===== config.mk =====
export PLATFORM = sky130hd
export DESIGN_NAME = dual_axis_dda_step_generator_flat
export DESIGN_NICKNAME = d
export VERILOG_FILES = /design/src/dads_pkg.sv /design/src/dads_if.sv /design/src/dual_axis_dda_step_generator.sv /design/src/dads_core.sv /design/src/dads_out_reg.sv /design/src/flat_wrapper.sv
export SDC_FILE = /design/constraint.sdc
export NUM_CORES = 1
export LEC_CHECK = 0
export ABC_AREA = 1
export BUFFER_PORTS_ARGS = -buffer_cell sky130_fd_sc_hd__buf_2
export CORE_ASPECT_RATIO = 0.9
export CORE_MARGIN = 8
export CORE_UTILIZATION = 55
export DETAILED_ROUTE_END_ITERATION = 16
export PLACE_DENSITY = 0.8
export REMOVE_ABC_BUFFERS = 1
export SYNTH_ARGS = -nofsm -noshare
export SYNTH_HDL_FRONTEND = slang
export SYNTH_SLANG_ARGS = --single-unit

===== constraint.sdc =====
create_clock -name clk_i -period 10.7 [get_ports clk_i]
set_input_delay 3.21 -clock clk_i [delete_from_list [all_inputs] [get_ports clk_i]]
set_output_delay 3.21 -clock clk_i [all_outputs]
set_load 0.005 [all_outputs]

===== src/dads_pkg.sv =====
// Shared widths, codes and word types of the dual-axis step generator.
// Depends on nothing.
package dads_pkg;

  localparam int unsigned STEP_WIDTH     = 24;
  localparam int unsigned INTERVAL_WIDTH = 20;

  typedef enum logic [0:0] {
    FUNC_START = 1'b0,
    FUNC_TICK  = 1'b1
  } func_e;

  typedef struct packed {
    func_e                             func;
    logic signed [STEP_WIDTH-1:0]      delta_a;
    logic signed [STEP_WIDTH-1:0]      delta_b;
    logic        [INTERVAL_WIDTH-1:0]  interval_ticks;
    logic                              hold;
  } in_word_t;

  typedef struct packed {
    logic step_a;
    logic step_b;
    logic dir_a;
    logic dir_b;
    logic busy_res;
    logic paused;
    logic move_done;
    logic rejected;
  } out_word_t;

endpackage


===== src/dads_if.sv =====
// Valid/ready channel interfaces for input and result words.
// Depends on dads_pkg.
interface dads_in_if;
  logic               valid;
  logic               ready;
  dads_pkg::in_word_t data;

  modport source  (output valid, output data, input ready);
  modport sink    (input valid, input data, output ready);
  modport monitor (input valid, input data, input ready);
endinterface

interface dads_out_if;
  logic                valid;
  logic                ready;
  dads_pkg::out_word_t data;

  modport source  (output valid, output data, input ready);
  modport sink    (input valid, input data, output ready);
  modport monitor (input valid, input data, input ready);
endinterface


===== src/dual_axis_dda_step_generator.sv =====
// Top level of the two-axis DDA step pulse generator.
// Depends on dads_pkg, dads_if, dads_core and dads_out_reg.
//
//   Channel  Direction  Word        Accepted when
//   in_i     input      in_word_t   in_i.valid  && in_i.ready
//   out_o    output     out_word_t  out_o.valid && out_o.ready
//
// Every input word yields exactly one result word, in the cycle after it is taken.
// A word is taken in every cycle that the result register can take one; the move
// state and the result are computed in the same cycle, ahead of the result register.
// Reset (rst_ni low) ends any move and restores both directions to forward.
// When the result register holds a word that is not taken, in_i.ready drops
// and the move state is frozen until the word leaves.
module dual_axis_dda_step_generator (
  input logic        clk_i,
  input logic        rst_ni,
  dads_in_if.sink    in_i,
  dads_out_if.source out_o
);
  import dads_pkg::*;

  logic      accept;
  logic      stage_ready;
  out_word_t result;

  // The input side is ready whenever the result register can take a word.
  assign in_i.ready = stage_ready;
  assign accept     = in_i.valid & stage_ready;

  // Move state: start decoding, the DDA accumulators and the tick countdown.
  dads_core u_core (
    .clk_i    (clk_i),
    .rst_ni   (rst_ni),
    .accept_i (accept),
    .word_i   (in_i.data),
    .result_o (result)
  );

  // One result word per accepted input word, held until the sink takes it.
  dads_out_reg u_out_reg (
    .clk_i   (clk_i),
    .rst_ni  (rst_ni),
    .valid_i (in_i.valid),
    .data_i  (result),
    .ready_o (stage_ready),
    .valid_o (out_o.valid),
    .data_o  (out_o.data),
    .ready_i (out_o.ready)
  );

endmodule


===== src/dads_core.sv =====
// Move state and per-word next-state logic of the step generator.
// Depends on dads_pkg.
module dads_core (
  input  logic                clk_i,
  input  logic                rst_ni,
  input  logic                accept_i,
  input  dads_pkg::in_word_t  word_i,
  output dads_pkg::out_word_t result_o
);
  import dads_pkg::*;

  logic                      active_q, active_d;
  logic                      dir_a_q, dir_a_d;
  logic                      dir_b_q, dir_b_d;
  logic [STEP_WIDTH-1:0]     mag_a_q, mag_a_d;
  logic [STEP_WIDTH-1:0]     mag_b_q, mag_b_d;
  logic [STEP_WIDTH-1:0]     total_q, total_d;
  logic [STEP_WIDTH:0]       err_a_q, err_a_d;
  logic [STEP_WIDTH:0]       err_b_q, err_b_d;
  logic [STEP_WIDTH-1:0]     steps_q, steps_d;
  logic [INTERVAL_WIDTH-1:0] count_q, count_d;
  logic [INTERVAL_WIDTH-1:0] ivl_q, ivl_d;

  logic                      neg_a, neg_b;
  logic [STEP_WIDTH-1:0]     new_mag_a, new_mag_b, new_total;
  logic [STEP_WIDTH:0]       sum_a, sum_b, total_ext;
  logic                      hit_a, hit_b;
  logic [STEP_WIDTH-1:0]     steps_inc;

  // Magnitudes of the start deltas; the most negative value maps to 2^(W-1).
  assign neg_a     = word_i.delta_a[STEP_WIDTH-1];
  assign neg_b     = word_i.delta_b[STEP_WIDTH-1];
  assign new_mag_a = neg_a ? (~word_i.delta_a + 1'b1) : word_i.delta_a;
  assign new_mag_b = neg_b ? (~word_i.delta_b + 1'b1) : word_i.delta_b;
  assign new_total = (new_mag_a > new_mag_b) ? new_mag_a : new_mag_b;

  // One DDA loop step per axis: add, compare against the total, subtract.
  assign total_ext = {1'b0, total_q};
  assign sum_a     = err_a_q + {1'b0, mag_a_q};
  assign sum_b     = err_b_q + {1'b0, mag_b_q};
  assign hit_a     = (sum_a >= total_ext);
  assign hit_b     = (sum_b >= total_ext);
  assign steps_inc = steps_q + 1'b1;

  always_comb begin
    active_d = active_q;
    dir_a_d  = dir_a_q;
    dir_b_d  = dir_b_q;
    mag_a_d  = mag_a_q;
    mag_b_d  = mag_b_q;
    total_d  = total_q;
    err_a_d  = err_a_q;
    err_b_d  = err_b_q;
    steps_d  = steps_q;
    count_d  = count_q;
    ivl_d    = ivl_q;
    result_o = '0;

    case (word_i.func)
      FUNC_START: begin
        if (active_q) begin
          result_o.rejected = 1'b1;
        end else if (new_total != '0) begin
          mag_a_d  = new_mag_a;
          mag_b_d  = new_mag_b;
          dir_a_d  = ~neg_a;
          dir_b_d  = ~neg_b;
          total_d  = new_total;
          err_a_d  = '0;
          err_b_d  = '0;
          steps_d  = '0;
          count_d  = '0;
          ivl_d    = (word_i.interval_ticks == '0) ? INTERVAL_WIDTH'(1)
                                                   : word_i.interval_ticks;
          active_d = 1'b1;
        end
      end
      FUNC_TICK: begin
        if (active_q) begin
          if (word_i.hold) begin
            result_o.paused = 1'b1;
          end else if (count_q != '0) begin
            count_d = count_q - 1'b1;
          end else begin
            result_o.step_a = hit_a;
            result_o.step_b = hit_b;
            err_a_d = hit_a ? (sum_a - total_ext) : sum_a;
            err_b_d = hit_b ? (sum_b - total_ext) : sum_b;
            steps_d = steps_inc;
            count_d = ivl_q - 1'b1;
            if (steps_inc >= total_q) begin
              active_d           = 1'b0;
              result_o.move_done = 1'b1;
            end
          end
        end
      end
      default: begin
      end
    endcase

    result_o.dir_a    = dir_a_d;
    result_o.dir_b    = dir_b_d;
    result_o.busy_res = active_d;
  end

  always_ff @(posedge clk_i or negedge rst_ni) begin
    if (!rst_ni) begin
      active_q <= 1'b0;
      dir_a_q  <= 1'b1;
      dir_b_q  <= 1'b1;
      mag_a_q  <= '0;
      mag_b_q  <= '0;
      total_q  <= '0;
      err_a_q  <= '0;
      err_b_q  <= '0;
      steps_q  <= '0;
      count_q  <= '0;
      ivl_q    <= INTERVAL_WIDTH'(1);
    end else if (accept_i) begin
      active_q <= active_d;
      dir_a_q  <= dir_a_d;
      dir_b_q  <= dir_b_d;
      mag_a_q  <= mag_a_d;
      mag_b_q  <= mag_b_d;
      total_q  <= total_d;
      err_a_q  <= err_a_d;
      err_b_q  <= err_b_d;
      steps_q  <= steps_d;
      count_q  <= count_d;
      ivl_q    <= ivl_d;
    end
  end

endmodule


===== src/dads_out_reg.sv =====
// Result register that decouples the result channel from the input side.
// Depends on dads_pkg.
module dads_out_reg (
  input  logic                clk_i,
  input  logic                rst_ni,
  input  logic                valid_i,
  input  dads_pkg::out_word_t data_i,
  output logic                ready_o,
  output logic                valid_o,
  output dads_pkg::out_word_t data_o,
  input  logic                ready_i
);
  import dads_pkg::*;

  logic      valid_q, valid_d;
  out_word_t data_q;
  logic      load;

  // A new word may enter whenever the register is empty or is being drained.
  assign ready_o = ~valid_q | ready_i;
  assign load    = valid_i & ready_o;
  assign valid_d = load | (valid_q & ~ready_i);

  always_ff @(posedge clk_i or negedge rst_ni) begin
    if (!rst_ni) begin
      valid_q <= 1'b0;
    end else begin
      valid_q <= valid_d;
    end
  end

  always_ff @(posedge clk_i) begin
    if (load) begin
      data_q <= data_i;
    end
  end

  assign valid_o = valid_q;
  assign data_o  = data_q;

endmodule


===== src/flat_wrapper.sv =====
// flat-port wrapper written by rule: the top's interface ports become plain ports
module dual_axis_dda_step_generator_flat import dads_pkg::*;
  (clk_i, rst_ni, in_i_valid, in_i_data, in_i_ready, out_o_valid, out_o_data, out_o_ready);
  dads_in_if in_i_i ();
  dads_out_if out_o_i ();
  input logic clk_i;
  input logic rst_ni;
  input wire logic [$bits(in_i_i.valid)-1:0] in_i_valid;
  input wire logic [$bits(in_i_i.data)-1:0] in_i_data;
  output wire logic [$bits(in_i_i.ready)-1:0] in_i_ready;
  output wire logic [$bits(out_o_i.valid)-1:0] out_o_valid;
  output wire logic [$bits(out_o_i.data)-1:0] out_o_data;
  input wire logic [$bits(out_o_i.ready)-1:0] out_o_ready;
  assign in_i_i.valid = in_i_valid;
  assign in_i_i.data = in_i_data;
  assign in_i_ready = in_i_i.ready;
  assign out_o_valid = out_o_i.valid;
  assign out_o_data = out_o_i.data;
  assign out_o_i.ready = out_o_ready;
  dual_axis_dda_step_generator u_core (.clk_i(clk_i), .rst_ni(rst_ni), .in_i(in_i_i), .out_o(out_o_i));
endmodule

Word-level counts from Yosys, hierarchy flattened
Cells that the tools add are included.
Widths: inputs -> output; s select.

storage, ports and cells
  bits in registers = 198
  bits of input ports = 74
  output and inout port bits = 10
  word-level logic and storage cells = 102

operators by class
  $add $sub $neg = 9
  magnitude comparators = 4
  equality and inequality tests = 5
  multiplexer cells = 44
  bitwise operators = 12
  reduce and logical (&&, ||, !) cells = 8

operator list
  operator               count
  $mux 25                10
  $mux 24                8
  $mux 20                6
  $pmux 25 s2            2
  $add 24x1->24 const B  3
  $add 25x24->25         2
  $ge 25x24->1           2
  $sub 25x24->25         2
  $not 24->24            2
  $pmux 24 s2            1
  $pmux 20 s2            1
  $sub 20x1->20 const B  2
  $ge 24x24->1           1
  $gt 24x24->1           1
  $reduce_bool 24->1     1
  $logic_not 20->1       1
  $reduce_bool 20->1     1
  $mux 1                 15
  $ne 2x2->1 const B     4
  $not 1->1              6
  $reduce_and 6->1       1
  $reduce_and 5->1       1
  $reduce_and 4->1       1
  $reduce_or 4->1        1
  other kinds (5)        7

Logic depth before layout (Yosys ltp)
  depth after elaboration = 9
  depth in mapped cells = 34
  gate-level depth less buffers = 31

Modules after synthesis
A second synthesis with hierarchy kept.

second synthesis, totals
  cell total of the unflattened synthesis = 2705
  area total of the unflattened synthesis = 17810.8 um^2

by module, submodules not included
  module                        times used  cells each  area an instance (um^2)
  dads_core                     1           2689        17518.1
  dads_out_reg                  1           14          285.3
  dual_axis_dda_step_generator  1           2           7.5

Worst setup path after synthesis
No wires, ideal clock.

  kind = input port to output port
  from = input out_o_ready
  to = output in_i_ready
  arrival time = 3313 ps
  slack = 4177 ps
  cell stages on the path = 2
  cell sequence = inv_1 -> nand2_1

between the ends
  cells in the longest elaborated chain, start to end = 1

ends and longest elaborated chain
  element          RTL line            RTL
  start, declared  flat_wrapper.sv:13  input wire logic [$bits(out_o_i.ready)-1:0] out_o_ready;
  $or 1x1->1       dads_out_reg.sv:20  assign ready_o = ~valid_q | ready_i;
  end, declared    flat_wrapper.sv:10  output wire logic [$bits(in_i_i.ready)-1:0] in_i_ready;

Every way passes these cells.

Worst setup path in the final report
  from = input in_i_data[21]
  to = register u_core.u_core.mag_b_q[3]

between the ends
  cells in the longest elaborated chain, start to end = 7

ends and longest elaborated chain
  element                            RTL line           RTL
  start, declared                    flat_wrapper.sv:9  input wire logic [$bits(in_i_i.data)-1:0] in_i_data;
  $not 24->24                        dads_core.sv:34    assign new_mag_b = neg_b ? (~word_i.delta_b + 1'b1) : word_i.delta_b;
  $add 24x1->24                      dads_core.sv:34
  $mux 24 *                          dads_core.sv:34
  $gt 24x24->1                       dads_core.sv:35    assign new_total = (new_mag_a > new_mag_b) ? new_mag_a : new_mag_b;
  $mux 24                            dads_core.sv:35
  $reduce_bool 24->1                 dads_core.sv:63    end else if (new_total != '0) begin
  $reduce_and 4->1 (no source line)  n/a
  end signal, assigned               dads_core.sv:125   mag_b_q <= mag_b_d;
  end, declared                      dads_core.sv:16    logic [STEP_WIDTH-1:0] mag_b_q, mag_b_d;

Mark *: on every way between the ends. The rest lies on a longest branch, timed or not.
A chain may end at the register's enable or synchronous reset.

==> results.txt <==
----------------------------------------------------
[Clocking]
  CTS Buf Count ... 17
  Max clock buf depth ... 2
  Hold-fix buffer count after cts ... 0
  Sinks on the clock net ... just under 200
  H-tree depth ... 4
  Number of gates resized after cts ... 0
  Clock tree from TritonCTS ... built
  Buffers inserted by post-CTS timing repair ... 0
  Clock transition time at the flip-flop clock pins of the worst setup and hold paths ... about 0.070 ns
  Insertion delay of the later-clocked pin in the worst-skew pair ... 0.47 ns
  Clock root buffer ... sky130_fd_sc_hd__clkbuf_16

[Yosys]
  Main combinational cell family by area after synthesis ... simple AND/OR/NAND/NOR gates
  Simple-gate area share of the yosys netlist ... 0.352
  Post-synth top flop ... sky130_fd_sc_hd__dfrtp_1
  Multiplexer share of the synthesized area ... 0
  Register bit total from synthesis ... slightly below 200
  Summed instance area of the synthesized netlist ... roughly 0.018 mm²
  Number of library cell types mapped by synthesis ... approximately 50
  Adder-cell share of the synthesized area ... 0.105
  Xor/xnor share of the synthesized area ... 0.0608
  Sequential-to-total area share from yosys stat ... 0.272
  Count of synthesis-stage warnings from yosys ... 0
  Synth Instances ... around 2800
  Compound-cell area share of the yosys netlist ... 0.116
  Async set-or-reset flop fraction in the synthesized netlist ... 0.960
  Mean instance size in the synthesized netlist ... between 6 and 7 µm²
  Number of enable-type register cells in the synthesized netlist ... 8

[Routing]
  # DRC ... 0
  Post-DR vias/cell ... 5.65
  DR vias ... about 19000
  DR WL/cell ... 17.2 µm
  Iteration-0 DRC count of the detailed router ... 1719
  Post-Route WL ... ~57 mm
  Antenna violation net count after detailed routing ... 0
  First drt pass iteration count ... 6

[Critical path]
  Slowest stage delay, CP ... about 0.75 ns
  CP max-delay cell ... sky130_fd_sc_hd__buf_4
  Launching element type of the critical path ... input port
  Required time of the worst setup path ... 11.06 ns
  Buf/Inv on CP ... 5
  Endpoint arrival time on the critical path ... 8.75 ns
  Count of cells along the worst register-to-register path ... 24
  Number of cells on the critical path ... 25
  Crit path kind ... in -> reg
  Most common cell type on the critical path ... sky130_fd_sc_hd__nand2_1
  Endpoint class of the critical path ... flop
  Critical path peak fanout ... 100
  Crit path max-delay family ... simple AND/OR/NAND/NOR gates

[STA]
  Period utilization ... 0.784
  Clock tree skew after final layout ... 0.0173 ns
  Final setup slack of the worst path ... 2.31 ns
  Count of final max-slew check failures ... 0
  Endpoints failing hold ... 0
  Clock period minus worst slack ... 8.39 ns
  Post-route setup TNS ... 0 ns
  Final setup violation count ... 0
  Actual transition at the worst max-transition pin ... slightly above 1 ns
  F_max ... approximately 0.12 GHz
  Tightest slew margin relative to the limit ... 0.319
  Setup repair after global routing missed its margin ... no

[Layout]
  Filler instances ... roughly 3200
  Synth-to-layout area growth ... 6.14%
  Number of standard cells in the final layout excluding fillers ... 3291
  Number of nets at the end of the flow ... about 3100
  Fraction of final layout cells sized beyond drive strength 1 ... 0.0540
  Count of antenna diodes in the layout ... 0

[Place]
  Post-Place Worst Slack ... slightly above 2 ns
  IO Port Bufs ... 83
  Weighted congestion reported at the end of routability-driven placement ... roughly 1
  Cells after DPL ... 3260
  Half-perimeter wire length after placement ... 44.0 mm

[Floorplan]
  Area of the die ... between 0.03 and 0.04 mm²
  Num rows ... 63
  IO Pins ... between 80 and 90
  Initial Utilization ... 0.559
  Die X ... approximately 210 µm
  Placeable core area ... approximately 0.033 mm²
  Die height ... 190 µm

[Global routing]
  Initial antenna violation count ... 0
  Total gr overflow ... 0
  All-layer global routing usage ... 0.283
  Via count of the first global-routing pass ... 17200
  First-pass GRT wire length ... 90.6 mm
  Pin count of the biggest net entering global routing ... 110

[Pwr]
  Switch share ... 0.556
  Sequential fraction of design power ... 0.166
  Net switching power of the design ... a little under 4 mW
  IR drop worst, VDD ... just over 0.0002 V
  Cell leakage power ... between 10 and 15 nW
  Areal power density over the cells ... 360 mW/mm²
  Fraction of power consumed by combinational cells ... 0.742
  Clock group share of total power ... 0.092
  Cell-internal power ... between 3 and 4 mW

[Min path]
  Hold path depth ... 2
  Worst min-delay path class ... reg -> reg

[Flow run]
  Total of max-cap violations ... 0

[Status]
  Result of the run ... finished clean

----------------------------------------------------
-- final timing paths --
check,startpoint,endpoint,slack [ns]
min in group asynchronous,rst_ni,u_core.u_core.err_b_q[5],2.85
hold / removal,u_core.u_core.ivl_q[0],u_core.u_core.ivl_q[0],0.48
setup / recovery,in_i_data[21],u_core.u_core.mag_b_q[3],2.31
hold reg to reg,u_core.u_core.ivl_q[0],u_core.u_core.ivl_q[0],0.48
max in group asynchronous,rst_ni,u_core.u_core.ivl_q[12],6.23
setup reg to reg,u_core.u_core.mag_b_q[0],u_core.u_core.err_b_q[12],5.05
-- power groups by stage --
| stage | logic (mW) | clock network, mW | registers [mW] |
|---|---|---|---|
| after floorplan | 3.92 | 0 | 1.09 |
| after global placement | 5.04 | 0 | 1.17 |
| after detailed placement | 5.07 | 0 | 1.17 |
| after CTS | 5.12 | 0.658 | 1.16 |
| after global routing | 5.90 | 0.688 | 1.19 |
| final | 5.21 | 0.649 | 1.17 |
-- routing by layer --
layer	part of all wire	track usage	vias up	wire, µm
li1	-	-	9240	-
met1	0.46	0.401	8554	26000
met2	0.44	0.441	675	24800
met3	0.070	0.0329	109	3940
met4	0.032	0.106	0	1790
met5	0	0	-	0
-- state kept, by name (all words and copies together), names as in the netlist --
signal and flops:
u_core.u_core.steps_q 24, u_core.u_core.dir_a_q 1, u_core.u_core.err_b_q 25, u_core.u_core.err_a_q 25, u_core.u_out_reg.valid_o 1, u_core.u_core.mag_b_q 24
u_core.u_core.dir_b_q 1, u_core.u_core.count_q 20, u_core.u_core.ivl_q 20, u_core.u_core.mag_a_q 24, u_core.u_core.active_q 1, u_core.u_out_reg.data_o 8
u_core.u_core.total_q 24
-- worst register-to-register path: cells and delay by family (launching register included) --
family	cells	cell delay [ns]
AND/OR/NAND/NOR	13	2.53
flip-flops	1	0.45
adder cells (fa/ha/maj)	3	1.07
XOR/XNOR	1	0.30
AO/OA/AOI/OAI	5	1.12
buffers and inverters	2	0.13
-- Yosys cell counts (all sizes together) (3+ instances only) --
master / n / area (µm²)
inv: 332 / 1250
nand2: 884 / 3350
clkbuf: 33 / 128
edfxtp: 8 / 240
dfrtp: 187 / 4680
nand3b: 13 / 97.6
a31oi: 3 / 18.8
o21bai: 20 / 154
ha: 148 / 1850
nand4: 63 / 394
a21o: 15 / 113
a211oi: 6 / 45.0
xor2: 86 / 761
nor4: 14 / 87.6
o21a: 4 / 30.0
nand3: 235 / 1200
buf: 56 / 365
nor2: 293 / 1110
or2: 6 / 37.5
xnor2: 41 / 359
a21oi: 134 / 671
o31ai: 3 / 22.5
a21boi: 9 / 67.6
dfstp: 3 / 78.8
o211ai: 4 / 30.0
nor3: 33 / 165
fa: 4 / 80.1
o21ai: 188 / 941
-- cell families after synthesis --
group                    Yosys count
buffers and inverters            422
flip-flops                       198
AND/OR/NAND/NOR                 1545
XOR/XNOR                         127
adder cells (fa/ha/maj)          152
AO/OA/AOI/OAI                    391
-- stage by stage --
step / cell area (µm²) / utilization / total power [mW] / hold WS, ns
floorplan: 17900 / - / 5.01 / 0.442
global placement: 19000 / 0.575 / 6.21 / 0.456
detailed placement: 19000 / 0.575 / 6.25 / 0.465
CTS: 19500 / 0.593 / 6.94 / 0.482
global route: 19500 / 0.593 / 7.77 / 0.504
finish: 19500 / 0.593 / 7.03 / 0.478
-- cell type report --
class	instances	area, µm²	share of cell area
Sequential cell	198	5000	0.256
Inverter	333	1250	0.0640
Clock buffer	21	482	0.0247
Timing Repair Buffer	92	492	0.0252
Multi-Input combinational cell	2215	11700	0.598
Tap cell	422	528	0.0270
Clock inverter	10	103	0.00525
-- layout by cell type (no fill, tap or decap), drive strengths merged, types with 2 or more instances in the layout --
master / Yosys / routed
nand3b: 13 / 13
dfrtp: 187 / 187
edfxtp: 8 / 8
ha: 148 / 148
o21a: 4 / 4
dfstp: 3 / 3
a21boi: 9 / 9
nand3: 235 / 235
xor2: 86 / 86
o211ai: 4 / 4
a211oi: 6 / 6
nand2: 884 / 884
xnor2: 41 / 41
o31ai: 3 / 3
nand4: 63 / 63
a21o: 15 / 15
fa: 4 / 4
or2: 6 / 6
o21bai: 20 / 20
nor2: 293 / 293
nor4: 14 / 14
a21oi: 134 / 134
clkinvlp: 0 / 2
a31oi: 3 / 3
clkinv: 1 / 4
inv: 332 / 337
clkbuf: 33 / 22
nor3: 33 / 33
buf: 56 / 91
o21ai: 188 / 188
No activity file was read; power rests on OpenSTA's default activity.
